<file path="src/hdl/srr_ram.sv">
`timescale 1ns / 1ps

module srr_ram #(
    parameter int WIDTH = 8,
    parameter int DEPTH = 256
) (
    input  logic                     clk,
    input  logic                     we,
    input  logic [$clog2(DEPTH)-1:0] waddr,
    input  logic [WIDTH-1:0]         wdata,
    input  logic                     re,
    input  logic [$clog2(DEPTH)-1:0] raddr,
    output logic [WIDTH-1:0]         rdata
);

    logic [WIDTH-1:0] mem_reg [DEPTH];
    logic [WIDTH-1:0] rdata_reg;

    // Single write port.
    always_ff @(posedge clk)
    begin
        if (we)
        begin
            mem_reg[waddr] <= wdata;
        end
    end

    // Registered read port; the data holds while no read is issued.
    always_ff @(posedge clk)
    begin
        if (re)
        begin
            rdata_reg <= mem_reg[raddr];
        end
    end

    assign rdata = rdata_reg;

endmodule

</file>
<file path="config.mk">
export PLATFORM = sky130hd
export DESIGN_NAME = srr_ram
export DESIGN_NICKNAME = d
export VERILOG_FILES = /design/src/hdl/srr_ram.sv
export SDC_FILE = /design/constraint.sdc
export NUM_CORES = 2
export LEC_CHECK = 0
export ABC_AREA = 0
export BUFFER_PORTS_ARGS = -buffer_cell sky130_fd_sc_hd__buf_2
export CAP_MARGIN = 40
export CORE_MARGIN = 8
export CORE_UTILIZATION = 30
export CTS_BUF_LIST = sky130_fd_sc_hd__clkbuf_4 sky130_fd_sc_hd__clkbuf_8 sky130_fd_sc_hd__clkbuf_16
export CTS_CLUSTER_DIAMETER = 60
export DETAILED_ROUTE_END_ITERATION = 6
export PLACE_DENSITY_LB_ADDON = 0.12
export SLEW_MARGIN = 20
export SYNTH_ARGS = -nofsm -noshare
export SYNTH_HDL_FRONTEND = slang
export SYNTH_SLANG_ARGS = --single-unit
</file>
<file path="constraint.sdc">
create_clock -name clk -period 4.75 [get_ports clk]
set_input_delay 0.95 -clock clk [delete_from_list [all_inputs] [get_ports clk]]
set_output_delay 0.95 -clock clk [all_outputs]
set_load 0.01 [all_outputs]
</file>
# After elaboration in Yosys (flattened, before gate mapping)
# Memory sizes are Yosys's and may differ from the RTL's. A register that Yosys moved wholly into a read port is not among the register bits.
# Cells that the tools add are included.
dict set report totals {
  out_inout_bits 8
  ram_bits 2048
  reg_bits 0
  word_cells 3
  n_memories 1
}
dict set report op_classes {
  n_mux 2
}
# name words width rd rd_clocked_by_memory_dff wr line_no
set mem_list {}
lappend mem_list {mem_reg 256 8 1 1 1 16} ;# logic [WIDTH-1:0] mem_reg [DEPTH];
# op count
set ops {}
lappend ops {{$mux 1} 2}

# Logic depth before layout (Yosys ltp)
dict set report depth {
  word_depth 2
  depth_mapped 11
  ltp_nobuf 6
}

# Least setup slack after synthesis
# No wires, ideal clock.
dict set report synth_timing {
  kind {input port to flip-flop}
  from {in raddr[0]}
  to {reg rdata_reg[2], in the netlist rdata[2], read port of mem_reg (data pin)}
  path_slack_ns 1.724
  stages 9
  t_required_ns 4.481
  n_path_buf 4
  t_arrival_ns 2.757
  cell_sequence {buf_6 > buf_12 > buf_8 > buf_2 > mux4_2 > a22oi_1 > a21oi_1 > nor4_1 > nor4_2}
}
# element line_no
set synth_lines {}
lappend synth_lines {{start, declared} 12} ;# input logic [$clog2(DEPTH)-1:0] raddr,
lappend synth_lines {{end, declared} 17} ;# logic [WIDTH-1:0] rdata_reg;

==> out/metrics.yaml <==
critPathBufInv: 4
dpl.hpwl_um: 152000
post_cts_resized: 0
path_cells: "buf_8 > buf_12 > buf_4 > mux4_2 > nor2b_1 > a211oi_1 > nor3_1 > nor4_2 > buf_4 > nor4_1"
numCtsBuffers: 225
cp_common_cell: "buf_4"
cp-start-kind: "primary input"
min_to: "mem_reg[210][6]"
end_kind: "flop"
cts_tree: "yes"
worst_ep_arrival_time_ns: 4.10
vias_per_cell: 4.97
fin_area_um2: 94000
avgSynthCellArea_um2: 21.3
cts.htree.levels: 4
power.net_switching_mw: 8.60
seq_power_share_pct: 51.2
p_leak_nw: 29.5
die-area_um2: 282000
critical_path_required_ns: 5.35
hp-start: "wdata[6]"
place_area_um2: 86500
finalMaxSlewViolations: 0
yosysWarningCount: 0
path_class: "in2reg"
gp_congestion: 0.758
synth_nets: 3760
cts-root-buf: "clkbuf_16"
grt.overflow.total: 0
crit_family: "simple AND/OR/NAND/NOR gates"
syn_to_final_growth_pct: 18.1
io_buffer_count: 34
setup-violations-final: 0
ir_drop_mv: 0.401
clk_path_buf_depth: 3
clock_skew_ns: 0.0566
hold_buffers: 0
antenna_left: 0
core_um2: 265000
start_util_pct: 30.1
firstDrtPassIters: 7
finalHoldViolCount: 0
nets: 4223
grt_pass1_wl_um: 332000
cts_setup_buffers: 0
max_cap_viol_count: 0
reg2reg_to: "rdata[7]"
grt_usage_pct: 16.6
holdPathStages: 1
cts.sinks: 2056
drive_gt1_share_pct: 30.1
powerDensity_nw_per_um2: 417
synth_async_sr_flop_share_pct: 0
synth_ff_type: "edfxtp_1"
drt-total-wl_um: 238000
status: "finished clean"
finalCritPeriodShare_pct: 73.7
final_cell_count_no_fill: 7929
grt_pass1_vias: 40900
slowest_delay_ns: 0.76
antenna_found_initial: 29
die_x_um: 531
worstMarginPinSlew_ns: 1.15
intPower_mw: 30.6
clock_latency_ns: 0.86
place_ws_ns: 0.0923
synth_edf_count: 2056
vias: 39400
rsz0062_at_grt: "false"
drt_iter0_markers: 3738
slowest_stage: "nor4_2"
hold_class: "in2reg"
reg2reg_from: "mem_reg[77][7]"
row_count: 189
comb_power_share_pct: 5.1
reg2reg_slack_ns: 1.90
synth_cells: 3733
path_max_fanout: 21
ios: 35
largest_reg_flops: 2048
slew_headroom_pct: 23.2
setup_ws_ns: 1.25
synth_cell_types: 54
netSwitchingFraction_pct: 21.9
grt_max_degree: 126
yosysSeqAreaShare_pct: 77.5
synth-seq-cells: 2056
drc: 0
ff2ff_path_depth: 7
die_h_um: 531
routedWlPerCell_um: 30.0
maxClockFrequency_ghz: 0.286
post-place-cells: 7470
layout_min_cycle_time_ns: 3.50
cts.clk_slew.worst_paths_ns: 0.06
netlist_area_um2: 79600
clkPwrFrac_pct: 43.7
[per-layer routing]
layer | GRT usage [%] | vias to the layer above | share of wire, % | wire, um
li1 | - | 16700 | - | -
met1 | 23.2 | 21400 | 45 | 106000
met2 | 26.0 | 1043 | 47 | 111000
met3 | 3.66 | 296 | 5.9 | 14100
met4 | 4.86 | 10 | 2.8 | 6770
met5 | 0 | - | 0.024 | 57
[layout by cell type, fill, tap and decap left out, types with 22 or more instances in the layout]
master and count:
nor4_1 23, nor3_1 22, clkinv_1 55, a21oi_1 96, nand3_1 25, a22oi_1 133, edfxtp_1 2056, clkbuf_4 58
buf_12 35, nand2_1 32, nor2b_1 28, nor2_1 277, buf_2 25, mux2i_1 134, o221ai_1 46, o22ai_1 28
mux4_2 454, buf_4 390, clkinv_2 43, clkbuf_16 229
[cell usage after synthesis (16+ instances only)]
| master | number | area share, % |
|---|---|---|
| clkbuf_1 | 111 | 0.52 |
| a21oi_1 | 96 | 0.60 |
| nand2_1 | 33 | 0.16 |
| buf_1 | 22 | 0.10 |
| nand3_1 | 34 | 0.21 |
| a22oi_1 | 133 | 1.3 |
| nor4_1 | 24 | 0.19 |
| edfxtp_1 | 2056 | 78 |
| buf_4 | 27 | 0.25 |
| buf_2 | 31 | 0.19 |
| nor2b_1 | 31 | 0.24 |
| o22ai_1 | 28 | 0.22 |
| mux2i_1 | 134 | 1.7 |
| nor3_1 | 22 | 0.14 |
| buf_6 | 21 | 0.30 |
| o221ai_1 | 46 | 0.51 |
| mux4_2 | 454 | 13 |
| nor2_1 | 282 | 1.3 |
| a211oi_1 | 16 | 0.15 |
[metrics by stage]
stage / hold slack (ns) / TNS (ns) / utilization [%] / power (mW)
2_1_floorplan: 0.864 / 0 / - / 21.4
5_1_grt: 0.475 / 0 / 35.5 / 40.4
4_1_cts: 0.446 / 0 / 35.4 / 39.7
3_3_place_gp: 1.15 / -0.213 / 32.5 / 22.5
3_5_place_dp: 1.18 / 0 / 32.7 / 22.5
6_report: 0.505 / 0 / 35.5 / 39.2
[how the worst max path moves through the flow]
stage          startpoint  endpoint  depth (start not counted)
6_report         raddr[0]  rdata[7]                         10
5_1_grt          raddr[0]  rdata[2]                         10
4_1_cts          raddr[0]  rdata[7]                          9
3_5_place_dp     raddr[0]  rdata[7]                          9
3_3_place_gp     raddr[0]  rdata[7]                          9
2_1_floorplan    raddr[0]  rdata[2]                          9
[final cells by class]
type | count | area, um^2
Antenna cell | 9 | 22.5
Clock buffer | 287 | 6170
Clock inverter | 131 | 1100
Fill cell | 24600 | 171000
Inverter | 2 | 7.51
Multi-Input combinational cell | 1442 | 16600
Sequential cell | 2056 | 61700
Tap cell | 3533 | 4420
Timing Repair Buffer | 469 | 4010
[power by group through the flow]
stage | clock (mW) | combinational, mW | sequential (mW)
2_1_floorplan | 0 | 0.972 | 20.4
3_3_place_gp | 0 | 2.04 | 20.4
3_5_place_dp | 0 | 2.06 | 20.4
4_1_cts | 17.6 | 2.06 | 20.0
5_1_grt | 18.2 | 2.14 | 20.0
6_report | 17.1 | 2.00 | 20.0
[cell families after synthesis]
family / synth area share (%)
AOI/OAI and AO/OA: 3.42
muxes: 14.6
and+or+nand+nor: 2.63
buffers and inverters: 1.83
DFF: 77.5
Note: power is estimated with default switching activity, not from simulation.
