### config.mk
export PLATFORM = sky130hd
export DESIGN_NAME = srr_sample
export DESIGN_NICKNAME = d
export VERILOG_FILES = /design/src/hdl/srr_pkg.sv /design/src/hdl/srr_sample.sv
export SDC_FILE = /design/constraint.sdc
export NUM_CORES = 1
export LEC_CHECK = 0
export BUFFER_PORTS_ARGS = -buffer_cell sky130_fd_sc_hd__buf_4
export CORE_MARGIN = 2
export CORE_UTILIZATION = 35
export CTS_CLUSTER_DIAMETER = 60
export DETAILED_ROUTE_END_ITERATION = 8
export PLACE_DENSITY = 0.53
export SLEW_MARGIN = 20
export SYNTH_ARGS = -nofsm -noshare
export SYNTH_HDL_FRONTEND = slang
export SYNTH_SLANG_ARGS = --single-unit
### constraint.sdc
create_clock -name clk -period 12.22 [get_ports clk]
set_clock_uncertainty 0.05 [all_clocks]
set_input_delay 2.444 -clock clk [delete_from_list [all_inputs] [get_ports clk]]
set_output_delay 2.444 -clock clk [all_outputs]
set_load 0.02 [all_outputs]
### src/hdl/srr_pkg.sv
`timescale 1ns / 1ps

package srr_pkg;

    // Cache geometry and predictor sizing.
    localparam int SETS     = 2048;
    localparam int WAYS     = 16;
    localparam int MAX_RRPV = 3;
    localparam int SIG_BITS = 12;

    localparam int SET_W       = $clog2(SETS);
    localparam int WAY_W       = $clog2(WAYS);
    localparam int RRPV_W      = $clog2(MAX_RRPV + 1);
    localparam int SIG_ENTRIES = 1 << SIG_BITS;

    // Signature counters are three bits wide and saturate at seven.
    localparam int CTR_W = 3;
    localparam logic [CTR_W-1:0] CTR_MAX   = 3'd7;
    localparam logic [CTR_W-1:0] CTR_RESET = 3'd1;

    // Fixed field widths of the stream words.
    localparam int IN_SET_W  = 11;
    localparam int IN_WAY_W  = 4;
    localparam int IN_PC_W   = 11;
    localparam int OUT_WAY_W = 4;
    localparam int OUT_PRI_W = 2;
    localparam int STRIDE_W  = 12;

    // The set index is split into an upper and a lower slice for the remainder unit.
    localparam int MOD_HI_W = 6;
    localparam int MOD_LO_W = IN_SET_W - MOD_HI_W;

    // Length of the clearing pass: the larger of the two memories.
    localparam int CLR_LEN = (SETS > SIG_ENTRIES) ? SETS : SIG_ENTRIES;
    localparam int CLR_W   = $clog2(CLR_LEN);

    typedef enum logic [1:0] {
        TYPE_LOAD      = 2'd0,
        TYPE_RFO       = 2'd1,
        TYPE_PREFETCH  = 2'd2,
        TYPE_WRITEBACK = 2'd3
    } access_type_t;

    typedef enum logic {
        CFG_PF_ALWAYS = 1'b0,
        CFG_STRIDE    = 1'b1
    } cfg_index_t;

    // State kept for one cache line.
    typedef struct packed {
        logic [SIG_BITS-1:0] sig;
        logic                reused;
        logic                pf;
        logic [RRPV_W-1:0]   rrpv;
    } line_t;

    typedef line_t [WAYS-1:0] row_t;

    localparam logic [RRPV_W-1:0] RRPV_MAX = RRPV_W'(MAX_RRPV);

    // Saturating counter steps.
    function automatic logic [CTR_W-1:0] ctr_inc(input logic [CTR_W-1:0] c);
        return (c == CTR_MAX) ? c : c + 1'b1;
    endfunction

    function automatic logic [CTR_W-1:0] ctr_dec(input logic [CTR_W-1:0] c);
        return (c == '0) ? c : c - 1'b1;
    endfunction

endpackage

### src/hdl/srr_sample.sv
`timescale 1ns / 1ps

module srr_sample
    import srr_pkg::*;
(
    input  logic                clk,
    input  logic                rst_n,
    input  logic                start,
    input  logic [IN_SET_W-1:0] set_index,
    input  logic [STRIDE_W-1:0] stride,
    output logic                sampled
);

    logic [IN_SET_W-1:0] set_reg;
    logic [STRIDE_W-1:0] rem_reg;
    logic [STRIDE_W-1:0] rem_next;
    logic                fin_reg;

    // One restoring step: shift in a dividend bit, subtract the stride if it fits.
    function automatic logic [STRIDE_W-1:0] mod_step(
        input logic [STRIDE_W-1:0] rem,
        input logic                bit_in,
        input logic [STRIDE_W-1:0] div
    );
        logic [STRIDE_W:0] t;
        t = {rem, bit_in};
        if (t >= {1'b0, div})
        begin
            t = t - {1'b0, div};
        end
        return t[STRIDE_W-1:0];
    endfunction

    // The upper slice is reduced in the cycle of acceptance, the lower slice in the next.
    always_comb
    begin
        rem_next = rem_reg;
        if (start)
        begin
            rem_next = '0;
            for (int i = IN_SET_W - 1; i >= MOD_LO_W; i--)
            begin
                rem_next = mod_step(rem_next, set_index[i], stride);
            end
        end
        else if (fin_reg)
        begin
            for (int i = MOD_LO_W - 1; i >= 0; i--)
            begin
                rem_next = mod_step(rem_next, set_reg[i], stride);
            end
        end
    end

    always_ff @(posedge clk or negedge rst_n)
    begin
        if (!rst_n)
        begin
            fin_reg <= 1'b0;
        end
        else
        begin
            fin_reg <= start;
        end
    end

    always_ff @(posedge clk)
    begin
        if (start)
        begin
            set_reg <= set_index;
        end
        rem_reg <= rem_next;
    end

    // A zero stride samples set zero alone.
    assign sampled = (stride == '0) ? (set_reg == '0) : (rem_reg == '0);

endmodule

[Word level (Yosys, flattened, before mapping)]
Cells that the tools add are included.
Operators by class
  $add $sub $neg: 11
  magnitude comparators: 11
  muxes and demuxes: 27
  reduce and logical (&&, ||, !) cells: 4
Operators with widths (count)
  $mux 12: 26
  $ge 13x12->1: 10
  $sub 12x12->12: 10
  $logic_not 12->1: 2
  $ge 1x12->1: 1
  $sub 1x12->12: 1
  $logic_not 11->1: 1
  $reduce_bool 2->1: 1
  $mux 1: 1
Storage, ports and cells
  flip-flop bits (word level): 24
  bits of input ports: 26
  output and inout port bits: 1
  logic and storage cells: 56

[Logic depth before layout (Yosys ltp)]
  depth after elaboration: 20
  depth in mapped cells: 60
  mapped depth without buffers: 56

[Least setup slack after synthesis]
Ideal clock, no wire load.
  kind: input-to-reg
  start point: in stride[1]
  end point: reg rem_reg[10], data pin
  setup time: 261 ps
  arrival time: 14929 ps
  data required time: 11909 ps
  slack: -3020 ps
  stages on the path: 57
  buffers on the path: 3
  path through: inv_1 > ha_1 > o2111a_1 > mux2_2 > inv_1 > ha_1 > nor2b_1 > o31ai_2 > a211oi_2 > o21ai_2 > nand2_1 > o21ai_0 > inv_1 > ha_1 > nor2b_1 > o31ai_1 > a21oi_1 > o31a_1 > [21 not listed] > a21oi_1 > a211oi_1 > o311a_1 > a22o_1 > mux2i_1 > ha_1 > nor2b_1 > o21ai_0 > a21boi_0 > o21ai_0 > a211oi_1 > o31a_1 > o21ai_0 > a21boi_0 > a2111oi_4 > buf_6 > mux2_2 > a221o_1
Between the ends
  word-level cells in the longest chain between the ends: 20
  elaborated cells between the ends (all ways): 48
  classes of those cells: 11 x add/sub; 11 x order compare; 26 x mux
RTL lines
  start, declared: line srr_sample.sv:10  | input logic [STRIDE_W-1:0] stride,
  parallel branches: the longest is 19 deep, another holds $sub 1x12->12
  $mux 12 (*): line srr_sample.sv:38  | if (start)
  net rem_next[10]: line srr_sample.sv:16  | logic [STRIDE_W-1:0] rem_next;
  end signal, assigned: line srr_sample.sv:73  | rem_reg <= rem_next;
  end, declared: line srr_sample.sv:15  | logic [STRIDE_W-1:0] rem_reg;
Mark *: on every way through the listed nets, which the timed path passes. The select of a mux whose other input is x is not followed.
A chain may end at the register's enable or synchronous reset.

[Worst setup path after layout]
  start point: in stride[0]
  end point: reg rem_reg[8], data pin
Same word-level chain as after synthesis.

==> results.md <==
Outcome:
- The run finished, with violations left.
- The checks that failed: negative setup slack.

Routing:
- In the routed design, unresolved DRC markers number 0.
- For this block, the initial DRC count from the detailed router was 648.
- The final routed wire length divided by cell count is 17.6 um.
- For this block, wires on met1 add up to 14,400 um.
- The met2 routed wirelength is 13,700 um.
- The met3 wire length is 1160 um.
- Using the TritonRoute via totals, the vias-per-cell ratio works out to 5.40.
- The first detailed-routing pass took 5 iterations.
- The highest metal layer used by the detailed router is met4.
- The antenna violation net count after detailed routing is 0.
- The routed layout has 9,223 vias.
- The final layout contains routed wiring with a total length of about 30,000 um.

STA:
- The slew at the pin closest to its max-slew limit is 0.462 ns.
- Dividing the final minimum period by the clock period gives 108%.
- Setup slack on the critical path of the routed design comes to -0.954 ns.
- Setup violations remaining at the end of the flow were counted as 12.
- The number of endpoints with negative hold slack in the final report came to 0.
- In the final timing run, aggregate negative setup slack is -11.08 ns.
- The final critical-path required period is 13.17 ns.
- Setup repair after global routing could not meet its margin everywhere.
- In this run the tightest slew margin relative to its limit is 68.9%.
- The top achievable clock speed is 75.9 MHz.
- The final hold slack is 0.754 ns.
- The number of slew-limit violations in the final report is 0.

Global route:
- The number of global-route vias before repair is between 9,000 and 10,000.
- The number of antenna violations at the first check in global routing is 0.
- The largest net degree at the start of global routing is 30.
- Global routing finished with a remaining overflow of 0.
- The first global-routing pass estimated 47,200 um of wire.
- Global routing used approximately a quarter of the available tracks.

Place:
- The cell area after placement is 11,600 um2.
- In this run the tool buffered the top-level ports with 26 buffer cells.
- Detailed placement finished with a half-perimeter wire length of 23,500 um.
- The placer's final routability congestion estimate is 0.959.

Worst setup path:
- In this run the critical register-to-register path is captured at rem_reg[8]$_DFFE_PP_.
- The kind of cell with the highest combined delay along the critical path is compound AO/OA/AOI/OAI gates.
- For the worst setup path, the data required time is between 10 and 15 ns.
- The depth of the worst register-to-register path is 48.
- In this run the critical register-to-register path is launched from rem_reg[5]$_DFFE_PP_.
- The cell occurring most often along the worst timing path is ha_4.
- The slowest stage of the critical path belongs to the cell or3_4.
- The nature of the critical path endpoint is a register.
- The number of buffer and inverter instances along the worst setup path is 8.
- The arrival time of the worst setup path is 13.14 ns.
- STA classifies the critical path startpoint as an input pin.
- The type of the worst setup path is in2reg.
- In this run the worst path has a maximum fanout of 7.
- Across all register-to-register paths, the minimum setup slack is 1.43 ns.
- The maximum cell stage delay along the critical path is about 0.39 ns.

Synthesis:
- The register bit count reported by yosys is 24.
- The mapped netlist covers 7990 um2.
- After synthesis, the share of flip-flops with an asynchronous set or reset is 4.17%.
- Summed over all instances, the cell type with the most area after synthesis is ha_1.
- The most common flop cell mapped by yosys is edfxtp_1.
- By area the synthesized netlist is led by ha_1 19%, edfxtp_1 8.6%, mux2_2 7.6%.
- The synthesized netlist contains 79 unique library cells.
- In this run the biggest area consumer among cell types represents between 10% and 20% of the synthesized area.
- Synthesis produced a netlist with a net count of 1,146.
- After technology mapping, the gate count stands at 988.
- The Yosys step of the flow raised 0 warnings.
- Summing the sequential cell areas from Yosys gives 8.95% of the chip area.
- The post-synthesis average cell area is around 8 um2.
- In this run, synthesis inferred 23 flip-flops with an integrated enable.

Layout:
- Compared with the post-synthesis result, the final layout area differs by 58.4%.
- Leaving out fill and tap cells, the most frequent cell in the layout is buf_4.
- The summed area of non-filler cells in the final layout is 12,700 um2.
- The number of antenna diodes in the final layout is 0.
- In the final design database the tool counted 1,582 nets.
- The flip-flop count of the largest register, all copies and words added is 12.
- The share of layout cells above drive strength 1 is ~45%.
- The top cell types in the final layout, fill and taps aside, are 429 x buf_4, 96 x ha_1, 74 x a21oi_1, 72 x inv_1, 64 x nor2_1.

CTS:
- TritonCTS built the clock tree.
- The CTS buffer count is 3.
- The latest clock arrival within the worst-skew pair is 0.26 ns.
- The number of hold buffers added after CTS is 0.
- The maximum count of clock buffers along a single path is 2.
- The cell sitting at the root of the clock tree is a clkbuf_16.
- The clock transition at the registers of the reported paths is ~0.060 ns.
- The H-tree level count is 1.
- The clock net in this run drives a total of 24 sinks.

Die:
- The initial utilization of the core area, before any placement, comes to 35.5%.
- The die covers 24,100 um2.
- The floorplan die height is 155 um.
- The width of the chip is 155 um.
- Row generation in the floorplan step produced 55 rows.
- The total core area is 22,500 um2.
- The number of primary I/O pins is 27.

Hold path:
- Counting instances, the worst hold path has a depth of 1.
- In this run the worst hold path is classified as reg2reg.
- The path with the worst hold slack has its endpoint at rem_reg[1]$_DFFE_PP_.
- The worst hold path startpoint is fin_reg$_DFF_PN0_.

Job:
- Max-cap violations in this run came to 0.
metal layers:
| layer | global-route usage, % | vias to the layer above |
|---|---|---|
| li1 | - | 4600 |
| met1 | 34.0 | 4389 |
| met2 | 40.7 | 191 |
| met3 | 2.37 | 43 |
| met4 | 6.35 | 0 |
| met5 | 0 | - |
repair_timing:
action                     4_1_cts  5_1_grt
pin swaps                       49       28
gates resized for setup         76       39
buffers inserted                27       13
setup endpoints to repair       12       12
cloned                           0        0
stage by stage:
stage	std cells	setup slack (ns)	utilization (%)
floorplan	988	-1.39	-
global placement	1664	-1.79	51.6
detailed placement	1664	-1.85	51.6
CTS	1695	-0.974	54.8
global route	1708	-1.38	56.2
finish	1708	-0.954	56.2
cell usage after synthesis, types with 19 or more instances:
cell type	number
a21o_1	26
a21oi_1	81
edfxtp_1	23
ha_1	122
inv_1	79
mux2_2	54
nand2_1	47
nand3_1	23
nand4_1	19
nor2_1	69
nor2b_1	23
nor3_1	25
o21a_1	23
o21ai_0	59
xnor2_1	48
xor2_1	26
logic make-up (layout without fill, tap and decap cells):
group / Yosys count / count (layout) / share of synthesized area, %
compound gates: 299 / 299 / 26.3
xor+xnor: 74 / 74 / 8.11
fa+ha+maj: 132 / 132 / 21.6
buf+inv: 95 / 530 / 4.90
flops: 24 / 24 / 8.95
mux: 83 / 83 / 11.8
simple gates: 281 / 281 / 18.3
worst max-delay path by stage:
| stage | from | cells past startpoint | to |
|---|---|---|---|
| after floorplan | stride[1] | 57 | rem_reg[10]$_DFFE_PP_ |
| after global placement | stride[0] | 59 | rem_reg[11]$_DFFE_PP_ |
| after detailed placement | stride[0] | 60 | rem_reg[2]$_DFFE_PP_ |
| after CTS | stride[0] | 58 | rem_reg[2]$_DFFE_PP_ |
| after global routing | stride[0] | 58 | rem_reg[10]$_DFFE_PP_ |
| final | stride[0] | 57 | rem_reg[8]$_DFFE_PP_ |
cell type report:
type	count	area (um2)
Fill cell	2048	9850
Multi-Input combinational cell	869	7720
Timing Repair Buffer	447	3460
Sequential cell	24	716
Tap cell	285	357
Inverter	79	300
Clock buffer	3	75.1
Clock inverter	1	30.0
Power is left out: the tool's default activity adds up to more than one toggle a clock period on the data nets, which glitch-free logic cannot reach.
